[src/aavr_pkg.sv]
// Shared constants, types and helper functions of the axis-angle rotation unit.
// Depends on nothing; used by every module of the block.
`default_nettype none
package aavr_pkg;

  localparam int CORDIC_STEPS = 24;
  localparam int SQRT_STAGES  = 32;
  localparam int DIV_STAGES   = 31;

  // Pipeline timing, in cycles after the input beat is accepted.
  localparam int T_LEN     = 3 + SQRT_STAGES;
  localparam int T_U       = T_LEN + DIV_STAGES;
  localparam int T_LANE_IN = T_U + 2;
  localparam int T_TRIG    = T_LANE_IN + 2;
  localparam int LATENCY   = T_LANE_IN + 4;
  localparam int ANG_DLY   = T_TRIG - 3 - CORDIC_STEPS;
  localparam int A_DLY     = T_LEN - 1;
  localparam int V_DLY     = LATENCY - 2;
  localparam int Z_DLY     = LATENCY - 4;

  localparam int TRIG_W = 34;
  localparam int D16_W  = 36;

  localparam logic signed [32:0] ANG_2PI     = 33'sd1686629713;
  localparam logic signed [32:0] ANG_PI      = 33'sd843314857;
  localparam logic signed [32:0] ANG_HALF_PI = 33'sd421657428;
  localparam logic signed [TRIG_W-1:0] CORDIC_GAIN = 34'sd652032874;

  typedef struct packed {
    logic signed [TRIG_W-1:0] sn;
    logic signed [TRIG_W-1:0] cs;
  } trig_t;

  // Round half up from Q46 to Q16 (floor of x + 2^29 over 2^30).
  function automatic logic signed [41:0] rnd30(input logic signed [71:0] x);
    logic signed [71:0] s;
    s = (x + 72'sd536870912) >>> 30;
    return s[41:0];
  endfunction

  function automatic logic [31:0] atan_q30(input logic [4:0] idx);
    logic [31:0] r;
    case (idx)
      5'd0:  r = 32'h3243F6A8;
      5'd1:  r = 32'h1DAC6705;
      5'd2:  r = 32'h0FADBAFC;
      5'd3:  r = 32'h07F56EA6;
      5'd4:  r = 32'h03FEAB76;
      5'd5:  r = 32'h01FFD55B;
      5'd6:  r = 32'h00FFFAAA;
      5'd7:  r = 32'h007FFF55;
      5'd8:  r = 32'h003FFFEA;
      5'd9:  r = 32'h001FFFFD;
      5'd10: r = 32'h000FFFFF;
      5'd11: r = 32'h0007FFFF;
      5'd12: r = 32'h0003FFFF;
      5'd13: r = 32'h0001FFFF;
      5'd14: r = 32'h0000FFFF;
      5'd15: r = 32'h00007FFF;
      5'd16: r = 32'h00003FFF;
      5'd17: r = 32'h00001FFF;
      5'd18: r = 32'h00000FFF;
      5'd19: r = 32'h000007FF;
      5'd20: r = 32'h000003FF;
      5'd21: r = 32'h000001FF;
      5'd22: r = 32'h000000FF;
      5'd23: r = 32'h0000007F;
      5'd24: r = 32'h0000003F;
      5'd25: r = 32'h0000001F;
      5'd26: r = 32'h0000000F;
      5'd27: r = 32'h00000008;
      5'd28: r = 32'h00000004;
      5'd29: r = 32'h00000002;
      default: r = 32'h00000000;
    endcase
    return r;
  endfunction

endpackage
`default_nettype wire

[src/aavr_sqrt.sv]
// Pipelined floor square root of the squared axis length, one result bit per stage.
// Depends on aavr_pkg.
`default_nettype none
module aavr_sqrt (
  input  wire logic        clk,
  input  wire logic        ce,
  input  wire logic [63:0] sumsq,
  output logic      [31:0] len
);

  logic [65:0] rem_r  [aavr_pkg::SQRT_STAGES];
  logic [31:0] root_r [aavr_pkg::SQRT_STAGES];

  for (genvar j = 0; j < aavr_pkg::SQRT_STAGES; j++) begin : g_st
    localparam int B = aavr_pkg::SQRT_STAGES - 1 - j;
    logic [65:0] rem_in;
    logic [31:0] root_in;
    logic [65:0] trial;
    if (j == 0) begin : g_first
      assign rem_in  = {2'b00, sumsq};
      assign root_in = '0;
    end else begin : g_next
      assign rem_in  = rem_r[j-1];
      assign root_in = root_r[j-1];
    end
    // (root + 2^B)^2 - root^2
    assign trial = ({34'd0, root_in} << (B + 1)) + (66'd1 << (2 * B));
    always_ff @(posedge clk) begin
      if (ce) begin
        if (rem_in >= trial) begin
          rem_r[j]  <= rem_in - trial;
          root_r[j] <= root_in | (32'd1 << B);
        end else begin
          rem_r[j]  <= rem_in;
          root_r[j] <= root_in;
        end
      end
    end
  end

  assign len = root_r[aavr_pkg::SQRT_STAGES-1];

endmodule
`default_nettype wire

[config.mk]
export PLATFORM = sky130hd
export DESIGN_NAME = aavr_sqrt
export DESIGN_NICKNAME = d
export VERILOG_FILES = /design/src/aavr_pkg.sv /design/src/aavr_sqrt.sv
export SDC_FILE = /design/constraint.sdc
export NUM_CORES = 2
export LEC_CHECK = 0
export BUFFER_PORTS_ARGS = -buffer_cell sky130_fd_sc_hd__buf_4
export CORE_MARGIN = 10
export CORE_UTILIZATION = 35
export CTS_CLUSTER_DIAMETER = 120
export CTS_CLUSTER_SIZE = 12
export DETAILED_ROUTE_END_ITERATION = 7
export PLACE_DENSITY = 0.57
export SLEW_MARGIN = 20
export SYNTH_ARGS = -nofsm -noshare
export SYNTH_HDL_FRONTEND = slang
export SYNTH_SLANG_ARGS = --single-unit
[constraint.sdc]
create_clock -name clk -period 6.2 [get_ports clk]
set_input_delay 1.24 -clock clk [delete_from_list [all_inputs] [get_ports clk]]
set_output_delay 1.24 -clock clk [all_outputs]
set_load 0.02 [all_outputs]
==> impl_metrics.ini <==
[yosys]
synth_cells = 10000
yosysUniqueCellTypes = 105
synth_top_area_cell = edfxtp_1
ys_seq_area_frac = 0.621
ys.flop_type = edfxtp_1
avgSynthCellArea_sq_um = 12.4
synth.area.top_cells = edfxtp_1 62%, ha_1 5.6%, xor2_1 3.5%, xnor2_1 3.0%, nand2_1 2.4%
ys_warn_count = 0
synth_edf_count = 2573
synth_fp_nets = 10700
synthesis.area_sq_um = 124000
synth_top_area_frac = 0.621
yosysMostFrequentCell = edfxtp_1
async_flop_share = 0
synth_top_cells_by_count = 2,573 x edfxtp_1, 804 x nand2_1, 688 x inv_1
ys_ff_latch = 2573

[route]
vias = 80900
vias_per_cell = 5.40
drtPass1Iterations = 6
wl_per_cell_um = 22.1
drtIter0Drc = 7928
detail-route-antenna-nets = 0
totalWireLength_mm = 331
drc = 0

[worst_hold_path]
hold_path.class = reg2reg

[worst_setup_path]
cp_max_fo = 6
cp-start-kind = flip-flop
cp.arrival_ns = 5.31
critical_path_class = reg2reg
ff2ff_setup_slack_ns = 1.46
endpoint_kind = flip-flop
worstPathRequired_ns = 6.77

[timing]
worst_pin_slew_ns = 1.20
min_period_ns = 4.74
setup_violations = 0
fin_crit_sh = 0.765
skew_ns = 0.151
fmax_mhz = 211
slew_headroom = 0.194
hold_viol = 0
fin_tns_setup_ns = 0
rsz0062_at_grt = false
layout_setup_ws_ns = 1.46
final_max_slew_viol_count = 0

[clocking]
cts_resized = 0
cts_hold_buffers = 0
cts_buffers = 238
cts-htree-levels = 4
insertion_delay_ns = 0.98
postCtsSetupBuffers = 0
cts.sinks = 2573
clk_pin_slew_ns = 0.07
clockBufferDepth = 4
clockRootBuffer = clkbuf_16
cts_tree = yes

[grt]
antenna_found_initial = 5
grt_pass1_wl_mm = 495
grt_pass1_vias = 78000
grt_use_total = 0.167
grt_max_degree = 194
grt-ovfl-total = 0

[status]
status = complete, no violations

[layout]
nNetsFinal = 10900
n_fill_cell = 33100
area_delta_synth_final_pct = 10.3
drive_gt1_frac = 0.0586

[pwr]
p_per_area_nw_per_um2 = 342
vdd_drop_max_mv = 0.264
p_total_uw = 47000
p_leak_uw = 0.0498

[floorplan]
die_area_sq_um = 380000
start_util = 0.352
die_h_um = 616
io_pins = 98
core-area_sq_um = 353000
die_x_um = 616
num_rows = 218

[placement]
dp_slack_ns = 1.57
dp_hpwl_mm = 253
io_buffers = 97
gp_congestion = 0.934

[run]
maxCapViolations = 0
## cell families (layout without fill, tap and decap cells)
kind of cell             Yosys count  count (layout)  synth area share
multiplexers                      74              74           0.00658
XOR/XNOR                         931             931            0.0655
AND/OR/NAND/NOR                 3164            3164             0.132
AO/OA/AOI/OAI                   1830            1830            0.0912
flip-flops                      2573            2573             0.621
buffers and inverters            907            1116            0.0276
other                              0               1                 0
adder cells (fa/ha/maj)          558             558            0.0561
## metal layers
metal | global-route usage | vias to the layer above | wire length [um]
met1 | 0.235 | 39800 | 149000
met2 | 0.267 | 2792 | 150000
met4 | 0.0483 | 8 | 10500
li1 | - | 37800 | -
met5 | 0 | - | 48
met3 | 0.0247 | 511 | 21400
## power by group
part	internal, uW	total (uW)	switching, uW
clock	6800	13100	6290
combinational	3970	10200	6180
sequential	21900	23700	1800
## area by class of cell
cell class	count	area, sq um	share of cell area
inverter	690	2590	0.0189
clock buffer	239	5980	0.0436
timing repair buffer	171	1380	0.0100
tap	4730	5920	0.0431
multi-input combinational	6557	43800	0.319
clock inverter	16	287	0.00209
sequential	2573	77300	0.563
antenna	1	2.50	0.0000182
## worst max-delay path, stage by stage, from the launching register on
cell and delay, ns:
edfxtp_1 0.39, ha_1 0.41, a21o_1 0.22, a211o_1 0.34, a211o_1 0.24, nor3b_1 0.76
o221ai_1 0.31, o21a_1 0.28, nor3_1 0.71, nand2_1 0.29, nor4_1 0.34, xor2_1 0.11
## flip-flops by register name (all words and copies together) (netlist names)
register and cells:
root_r 528, rem_r 2045
## final timing paths
| path | startpoint | depth (start not counted) | endpoint |
|---|---|---|---|
| worst max-delay path | rem_r[1][555] | 11 | rem_r[1][652] |
| worst min-delay path | root_r[1][345] | 0 | root_r[1][377] |
| worst max register to register | rem_r[1][555] | 11 | rem_r[1][652] |
| worst min register to register | root_r[1][345] | 0 | root_r[1][377] |
## metrics by stage
stage                     cells   util  instance area, sq um  hold slack (ns)
after floorplan           10000      -                124000            0.417
after global placement    14700  0.371                131000            0.425
after detailed placement  14700  0.371                131000            0.433
after CTS                 15000  0.389                137000            0.323
after global routing      15000  0.389                137000            0.351
final                     15000  0.389                137000            0.408
## placed cells by master (no fill, tap or decap), types with 210 or more instances in the layout
cell	n
nor4_1	384
xor2_1	503
xnor2_1	428
ha_1	558
o21ai_0	600
a21oi_1	468
clkbuf_16	239
edfxtp_1	2573
a21o_1	210
nor3_1	293
nand2_1	804
nor2_1	580
inv_1	687
Power figures use the tool's default switching activity.
